==> config.mk <==
export PLATFORM = sky130hd
export DESIGN_NAME = hds_front
export DESIGN_NICKNAME = d
export VERILOG_FILES = /design/src/sv/heat_diffusion_stencil_2d_macros.svh /design/src/sv/hds_pkg.sv /design/src/sv/hds_front.sv
export SDC_FILE = /design/constraint.sdc
export NUM_CORES = 1
export LEC_CHECK = 0
export BUFFER_PORTS_ARGS = -buffer_cell sky130_fd_sc_hd__buf_2
export CAP_MARGIN = 20
export CORE_MARGIN = 1
export CORE_UTILIZATION = 50
export DETAILED_ROUTE_END_ITERATION = 8
export PLACE_DENSITY_LB_ADDON = 0.12
export SYNTH_ARGS = -nofsm -noshare
export SYNTH_HDL_FRONTEND = slang
export SYNTH_SLANG_ARGS = --single-unit
==> constraint.sdc <==
create_clock -name clk -period 4.6 [get_ports clk]
set_input_delay 0.92 -clock clk [delete_from_list [all_inputs] [get_ports clk]]
set_output_delay 0.92 -clock clk [all_outputs]
set_load 0.01 [all_outputs]
==> src/sv/heat_diffusion_stencil_2d_macros.svh <==
// ----------------------------------------------------------------------------
// heat diffusion stencil assertion macros
// shared clocked assertion forms
// ----------------------------------------------------------------------------
`ifndef HEAT_DIFFUSION_STENCIL_2D_MACROS_SVH
`define HEAT_DIFFUSION_STENCIL_2D_MACROS_SVH

// implication checked on every edge outside reset
`define HDS_ASSERT_IMPL(label, clk, rst_n, ante, cons, msg) \
	label: assert property (@(posedge clk) disable iff (!rst_n) (ante) |-> (cons)) \
		else $error(msg);

// next-cycle implication
`define HDS_ASSERT_NEXT(label, clk, rst_n, ante, cons, msg) \
	label: assert property (@(posedge clk) disable iff (!rst_n) (ante) |=> (cons)) \
		else $error(msg);

`endif

==> src/sv/hds_pkg.sv <==
// ----------------------------------------------------------------------------
// hds_pkg
// shared types and constants of the heat diffusion stencil
// ----------------------------------------------------------------------------
package hds_pkg;

	localparam int MAX_DIM_DEF    = 128;
	localparam int VALUE_BITS_DEF = 32;
	localparam int COEF_BITS      = 24;
	localparam int DIM_BITS       = 8;
	localparam int IDX_BITS       = 7;
	localparam int STEP_BITS      = 16;

	typedef enum logic [1:0] {
		ACT_FILL    = 2'd0,
		ACT_WRITE   = 2'd1,
		ACT_ADVANCE = 2'd2,
		ACT_READ    = 2'd3
	} action_t;

	typedef enum logic [1:0] {
		REG_ROWS   = 2'd0,
		REG_COLS   = 2'd1,
		REG_COEF_X = 2'd2,
		REG_COEF_Y = 2'd3
	} reg_idx_t;

	typedef enum logic [2:0] {
		ST_IDLE,
		ST_FILL,
		ST_CELL,
		ST_STEP,
		ST_EDGE,
		ST_DONE
	} back_state_t;

	// one queued request
	typedef struct packed {
		action_t               action;
		logic [IDX_BITS-1:0]   row;
		logic [IDX_BITS-1:0]   col;
		logic signed [31:0]    cell_value;
		logic [STEP_BITS-1:0]  step_count;
	} req_t;

endpackage

==> src/sv/hds_front.sv <==
// ----------------------------------------------------------------------------
// hds_front
// request intake and two-entry queue toward the grid engine
// ----------------------------------------------------------------------------
module hds_front (
	input  logic           clk,
	input  logic           arst_n,
	input  logic           start,
	output logic           busy,
	input  hds_pkg::req_t  req,
	output logic           q_valid,
	output hds_pkg::req_t  q_req,
	input  logic           q_pop
);

	hds_pkg::req_t  mem_q [2];
	logic           wp_q, rp_q;
	logic [1:0]     cnt_q;
	logic           push;

	assign busy    = (cnt_q == 2'd2);
	assign push    = start && !busy;
	assign q_valid = (cnt_q != 2'd0);
	assign q_req   = mem_q[rp_q];

	always_ff @(posedge clk) begin
		if (push) begin
			mem_q[wp_q] <= req;
		end
	end

	always_ff @(posedge clk or negedge arst_n) begin
		if (!arst_n) begin
			wp_q  <= 1'b0;
			rp_q  <= 1'b0;
			cnt_q <= 2'd0;
		end else begin
			if (push) begin
				wp_q <= ~wp_q;
			end
			if (q_pop) begin
				rp_q <= ~rp_q;
			end
			cnt_q <= cnt_q + {1'b0, push} - {1'b0, q_pop};
		end
	end

endmodule

======== Yosys cells after proc, flatten, opt, wreduce, memory -nomap -nowiden ========
Memory sizes are Yosys's and may differ from the RTL's.
Index checks and enable logic that the tools add are counted.
storage, ports and cells
  flip-flop bits (word level) ............. 4
  RAM bits ................................ 128
  input bits .............................. 68
  output and inout bits ................... 66
  logic and storage cells ................. 14
  memories ................................ 1
memories
  memory  depth  bits a word  read ports  clocked after memory_dff  wr ports  line             text
  mem_q   2      64           1           0                         1         hds_front.sv:16  hds_pkg::req_t mem_q [2];
cells by class
  $add $sub $neg .......................... 2
  equality and inequality tests ........... 1
  mux-type cells .......................... 2
  bitwise operators ....................... 2
  reductions and logical operators ........ 3
operator list
  cell                  count
  $add A2 B1 Y2         1
  $eq A2 B2 Y1 const B  1
  $mux W1               2
  $not A1 Y1            2
  $reduce_bool A2 Y1    1
  $sub A2 B1 Y2         1
  $logic_and A1 B1 Y1   1
  $logic_not A1 Y1      1

======== Depth between registers and ports, before layout ========
Gate-level depths: netlist of run 1.
  depth in word-level cells ............... 5
  depth in mapped cells ................... 7
  mapped depth without buffers ............ 7

======== Worst setup path after synthesis of run 1 ========
OpenSTA, ideal clock, no wires.
  path kind ............................... input to register
  start point ............................. input start
  end point ............................... memory mem_q[0][0] in the netlist's numbering, enable pin
  setup time .............................. 0.486 ns
  arrival ................................. 3.689 ns
  data required time ...................... 4.114 ns
  slack ................................... 0.424 ns
  stages .................................. 2
  path buffers ............................ 0
  cells stage by stage .................... nand2_1 nor2_1
on the way
  word-level cells in the longest chain between the ends .. 3
RTL lines
  item                           line             text
  start: declaration             hds_front.sv:8   input logic start,
  $logic_and A1 B1 Y1            hds_front.sv:22  assign push = start && !busy;
  $mux W1                        hds_front.sv:27  if (push) begin
  $mux W1 (implied by the code)  hds_front.sv:28  mem_q[wp_q] <= req;
  end: declaration               hds_front.sv:16
Every way passes these cells.

==> summary.txt, run 1 <==
Run status
  • Outcome: completed

Detailed routing
  • Vias per cell: 4.83
  • Vias: 2470
  • Post-route DRC: 0
  • DR WL/cell: 16.2 um
  • Drt pass-1 iters: 4
  • DR iter-0 viols: 111
  • Post-route ant nets: 0
  • Total Wirelength: 8270 um

Place
  • DP HPWL: 5210 um
  • Port bufs: 133
  • RePlAce Congestion: 0.699

Die
  • Starting Density: 0.516
  • Die X: 102 um
  • Full die area: 10400 um2
  • DIE HEIGHT: 102 um
  • Top Ports: 134
  • Core Rows: 36
  • CORE AREA: 9730 um2

Finish
  • Final-stage net count: 435
  • Register area: 3950 um2
  • Area of the multi-input gates: 1000 um2
  • Synth-to-layout area growth: 28.0%
  • Layout filler cell count: 716
  • Final core occ: 0.660
  • Antenna diodes: 0
  • Share of layout cells above drive strength 1: 0.624

Pwr
  • Power Dens Cells: 667 nW/um2
  • Sequential share of power: 0.409
  • Switch Pwr: 1.17 mW
  • Peak supply drop: 0.347 mV
  • Sw frac: 0.274
  • LEAKAGE: 2.59 nW
  • Clock group share of total power: 0.303
  • Combinational share of power: 0.288
  • Internal power: 3.11 mW

Worst setup path
  • CP endpoint kind: output pin
  • Startpoint Class: flop
  • Max stage delay on crit path: 0.57 ns
  • Critical Path RT: 3.68 ns
  • Cell at the slowest stage of the critical path: dfrtp_4
  • CP cell instances: buf_16 > mux2_2 > buf_2
  • Worst path arrival time: 1.97 ns
  • Crit path max fanout: 53
  • Worst setup path class: flop to output pin
  • Reg2reg path depth: 3

Clocking
  • Num CTS Buffers: 17
  • Clk sinks: 132
  • Root buffer cell: clkbuf_8
  • Post-CTS resize count: 0
  • Setup bufs post-CTS: 0
  • Clk_lat worst skew: 0.51 ns
  • TritonCTS clock tree: built
  • CTS H-tree depth: 4
  • Clk pin slew, worst setup/hold paths: 0.06 ns
  • # hold bufs at CTS: 0
  • Clock Path Buffers: 2

GRT
  • Largest net degree at the start of global routing: 66
  • Initial antenna violation count: 0
  • Vias in the first global route: 2523
  • First-pass GRT wire length: 12200 um
  • Congestion Overflow GR: 0
  • GRT Util Overall: 0.168

Run
  • Max Cap Viol: 0

Synth
  • Distinct cells, synth: 15
  • Seq/Total Area, Yosys: 0.786
  • FF+latch count, synth: 132
  • Syn Inst Count: 216
  • Syn. warnings: 0
  • Synthesized cell area: 5020 um2
  • Post-Syn Nets: 286
  • Mean Syn Cell Area: 23.2 um2

STA
  • Period minus WS final: 2.89 ns
  • Setup TNS: 0 ns
  • RSZ-0062 raised after global routing: false
  • Slew Viols, Final: 0
  • Setup violations, final: 0
  • Fmax achieved: 346 MHz
  • Tcrit/Tclk final: 0.628
  • Final-report hold violation count: 0
  • Max transition margin: 0.436
  • Worst slew pin tran: 0.846 ns
  • Skew final: 0.00497 ns

Min path
  • Worst hold-check path type: primary input to asynchronous set/reset pin
[through the flow]
stage | setup WS (ns) | instance area, um2 | power [mW] | std cells | hold slack, ns
2_1_floorplan | 0.424 | 5020 | 2.65 | 216 | 0.460
3_3_place_gp | 1.92 | 5810 | 3.01 | 478 | 0.496
3_5_place_dp | 1.89 | 5810 | 3.03 | 478 | 0.516
4_1_cts | 1.33 | 6390 | 4.34 | 510 | 0.178
5_1_grt | 1.61 | 6420 | 4.49 | 511 | 0.182
6_report | 1.71 | 6420 | 4.29 | 511 | 0.207
[worst max-delay path: cells and delay by family (launching register included)]
family / cells / cell delay, ns
buffers and inverters: 2 / 0.48
muxes: 1 / 0.39
DFF: 1 / 0.57
[sequential cells by signal, summed over array words and instances, names as in the netlist]
register / flops
wp_q: 1
cnt_q: 2
rp_q: 1
mem_q: 128
[kinds of logic after synthesis]
family,count (synthesis),synth area share
flops,132,0.786
mux,64,0.181
buf+inv,9,0.0160
simple gates,5,0.00524
xor+xnor,4,0.00698
fa+ha+maj,2,0.00499
[worst paths after layout]
path                       startpoint            to  slack [ns]
min in group clk             cnt_q[0]      cnt_q[0]        0.52
setup reg to reg             cnt_q[1]  mem_q[1][30]        2.61
hold / removal                 arst_n          wp_q        0.21
max in group asynchronous      arst_n          rp_q        4.25
setup / recovery                 rp_q     q_req[55]        1.71
hold reg to reg              cnt_q[0]      cnt_q[0]        0.52
[power groups by stage]
stage | combinational, mW | sequential, mW | clock [mW]
5_1_grt | 1.34 | 1.78 | 1.37
3_3_place_gp | 1.12 | 1.89 | 0
3_5_place_dp | 1.13 | 1.90 | 0
4_1_cts | 1.13 | 1.88 | 1.32
2_1_floorplan | 0.909 | 1.74 | 0
6_report | 1.24 | 1.75 | 1.30
[synthesized netlist by cell type]
cell type / count / share of area
nand2b_1: 1 / 0.0012
xnor2_1: 3 / 0.0052
and3_1: 1 / 0.0012
ha_1: 2 / 0.0050
buf_6: 6 / 0.013
nand2_1: 1 / 0.00075
mux2_4: 50 / 0.15
buf_2: 1 / 0.0010
or2_2: 1 / 0.0012
dfrtp_1: 4 / 0.020
mux2_2: 14 / 0.031
xor2_1: 1 / 0.0017
edfxtp_1: 128 / 0.77
nor2_1: 1 / 0.00075
inv_1: 2 / 0.0015
[final cells by class]
class                   count  area share
flip-flops and latches    132       0.615
multi-input cells          75       0.156
repair buffers            137       0.111
clock buffers              18      0.0651
well taps                 133      0.0259
clock inverters            14      0.0255
inverters                   2     0.00117
[per-layer routing]
metal	GRT usage	share of wire
met4	0.104	0.022
met5	0	0
met1	0.176	0.38
met2	0.291	0.53
met3	0.0568	0.071
[placed cells by master, fill, tap and decap left out, types with 2 or more instances in the layout]
master / n
mux2_2: 14
inv_1: 2
buf_4: 3
bufinv_16: 3
edfxtp_1: 128
ha_1: 2
xnor2_1: 3
clkinv_2: 5
mux2_4: 50
clkbuf_16: 16
clkinv_4: 3
clkinvlp_4: 3
buf_2: 133
dfrtp_1: 3
Power figures use the tool's default switching activity.
==> inputs of run 2 (changes only) <==
ABC_AREA = 1   (was unset)
CORE_UTILIZATION = 47   (was 50)
clock period = 2.6 ns   (was 4.6 ns; I/O delays follow)
==> run 2 against run 1 <==
  * Non-clock buffer count up 4
  * First-iteration DRC count up 5.4%
  * Flip-flop and latch count unchanged
  * Sequential power up 77%
  * Cell count up 29%
  * Worst hold slack worse by 0.0059 ns
  * Wire length up 6.1%
  * Largest cell class unchanged
  * Clock power up 68%
  * Core utilization down 4.4 points
==> summary.txt, run 2 <==
STA
  • Period minus WS final: 2.28 ns
  • Slew Viols, Final: 0 (unchanged)
  • RSZ-0062 raised after global routing: false
  • Final-report hold violation count: 0 (unchanged)
  • Worst slew pin tran: 0.523 ns (-0.322 ns)
  • Tcrit/Tclk final: 0.879
  • Skew final: 0.00886 ns (+0.00388 ns)
  • Max transition margin: 0.651 (+0.215)
  • Setup TNS: 0 ns (unchanged)
  • Setup violations, final: 0 (unchanged)
  • Fmax achieved: 438 MHz

Clocking
  • Clk_lat worst skew: 0.50 ns (about the same)
  • Clock Path Buffers: 2 (unchanged)
  • TritonCTS clock tree: built
  • Clk pin slew, worst setup/hold paths: 0.06 ns (about the same)
  • Post-CTS resize count: 0 (unchanged)
  • CTS H-tree depth: 4 (unchanged)
  • Root buffer cell: clkbuf_8
  • Clk sinks: 132 (unchanged)
  • Num CTS Buffers: 17 (unchanged)

Worst setup path
  • Critical Path RT: 2.08 ns (-1.60 ns)
  • Worst setup path class: flop to output pin
  • Crit path max fanout: 36 (-32%)
  • Startpoint Class: flop
  • Flop2flop setup slack: 1.08 ns (-1.53 ns)
  • CP endpoint kind: output pin
  • Worst path arrival time: 1.76 ns (-0.21 ns)

Synth
  • Most frequent cell after synthesis: edfxtp_1
  • Syn Inst Count: 362 (+68%)
  • EDFF count, synth: 128 (unchanged)
  • Mean Syn Cell Area: 13.8 um2 (-41%)
  • Distinct cells, synth: 13 (-2)
  • Post-Syn Nets: 432 (+51%)
  • Synthesized cell area: 5000 um2 (-0.32%)
  • Post-synth top cells: 128 x edfxtp_1, 74 x nand2_1, 72 x inv_1
  • Seq/Total Area, Yosys: 0.788 (+0.00256)
  • Top FF cell, synth: edfxtp_1
  • Syn. warnings: 0 (unchanged)
  • FF+latch count, synth: 132 (unchanged)
  • Synth top area cells: edfxtp_1 77%, nand2_1 5.6%, inv_1 5.4%
  • Post-synth top area share: 0.768 (+0.00249)
  • FFs w/ async S/R, synth: 0.0303 (unchanged)
  • Yosys top cell by area: edfxtp_1

Pwr
  • Final Power: 7.27 mW (+70%)
  • LEAKAGE: 2.76 nW (+6.8%)
  • Peak supply drop: 0.608 mV (+75%)
  • Power Dens Cells: 1140 nW/um2 (+71%)

Finish
  • Most flop-heavy register: mem_q
  • Max reg flops: 128 (unchanged)
  • Share of layout cells above drive strength 1: 0.330 (-0.294)
  • Antenna diodes: 0 (unchanged)
  • Commonest non-fill, non-tap cell in the layout: buf_2
  • Most frequent cells in the layout: 133 x buf_2, 128 x edfxtp_1, 74 x nand2_1
  • Biggest regs: mem_q x128, cnt_q x2
  • Area of the multi-input gates: 653 um2 (-35%)
  • Register area: 3950 um2 (unchanged)
  • Final-stage net count: 578 (+33%)
  • Synth-to-layout area growth: 27.1%
  • Layout filler cell count: 829 (+16%)

Place
  • RePlAce Congestion: 0.731 (+4.6%)
  • Port bufs: 133 (unchanged)
  • DP HPWL: 5540 um (+6.4%)

Die
  • Core Rows: 37 (+2.8%)
  • Top Ports: 134 (unchanged)
  • Full die area: 11100 um2 (+5.9%)
  • Starting Density: 0.485 (-0.0313)
  • CORE AREA: 10300 um2 (+6.1%)
  • Die X: 105 um (+2.9%)
  • DIE HEIGHT: 105 um (+2.9%)

Detailed routing
  • Total Wirelength: 8770 um (+6.1%)
  • Drt pass-1 iters: 4 (unchanged)
  • Vias per cell: 4.55 (-5.8%)
  • Vias: 2990 (+21%)
  • Post-route DRC: 0 (unchanged)
  • DR iter-0 viols: 117 (+5.4%)
  • Post-route ant nets: 0 (unchanged)
  • DR WL/cell: 13.4 um (-17%)

GRT
  • Largest net degree at the start of global routing: 65 (-1.5%)
  • Initial antenna violation count: 1 (+1)
  • GRT Util Overall: 0.167 (-0.000861)
  • Vias in the first global route: 2848 (+13%)
  • First-pass GRT wire length: 13600 um (+12%)
  • Congestion Overflow GR: 0 (unchanged)

Run status
  • Outcome: completed

Min path
  • Worst hold-check path type: primary input to flop

Run
  • Max Cap Viol: 0 (unchanged)
run 2: critical path, cell delays in order (launching register included):
cell and delay [ns]:
dfrtp_4 0.63, buf_12 0.23, o21ai_0 0.21, buf_2 0.18
run 2: per-layer routing:
layer,up-vias,routed length [um],global-route usage
li1,1514,-,-
met1,1384,3610,0.196
met2,82,4560,0.278
met3,8,512,0.0618
met4,2,84,0.0694
met5,-,10,0
run 2: path summary, 6_finish.rpt:
check / to / depth (start not counted) / from
max in group asynchronous: rp_q / 2 / arst_n
worst min register to register: wp_q / 2 / wp_q
worst max register to register: mem_q[0][32] / 4 / cnt_q[1]
min in group asynchronous: rp_q / 2 / arst_n
worst min-delay path: mem_q[0][3] / 1 / req[3]
worst max-delay path: q_req[35] / 3 / rp_q
run 2: power by group:
group	switching, mW	leakage (nW)	internal (mW)
logic	1.26	1.25	0.740
registers	0.182	1.24	2.91
clock network	0.804	0.271	1.37
total	2.25	2.76	5.02
run 2: cell type report:
type                    instances  share of cell area
flip-flops and latches        132               0.621
repair buffers                141               0.120
multi-input cells             144               0.103
clock buffers                  21              0.0691
inverters                      72              0.0425
well taps                     136              0.0268
clock inverters                11              0.0173
run 2: repair_timing:
item	in CTS	in global routing
endpoints found under the hold margin	4	0
setup buffers	0	1
endpoints found under the setup margin	0	4
hold buffers	1	0
run 2: through the flow:
stage               setup slack (ns)  std cells  cell area (um2)  utilization  hold slack, ns
floorplan                      0.317        362             5010            -           0.224
CTS                            0.120        656             6340        0.614           0.175
global placement               0.717        623             5780        0.560           0.337
global route                   0.181        657             6360        0.616           0.172
detailed placement             0.670        623             5780        0.560           0.333
finish                         0.315        657             6360        0.616           0.201
run 2: cell families (layout without fill, tap and decap cells):
family          after synthesis  after routing  share of synthesized area
compound gates               64             64                     0.0640
xor+xnor                      1              1                    0.00175
fa+ha+maj                     2              2                    0.00500
buf+inv                      86            245                     0.0825
flops                       132            132                      0.788
simple gates                 77             77                     0.0583
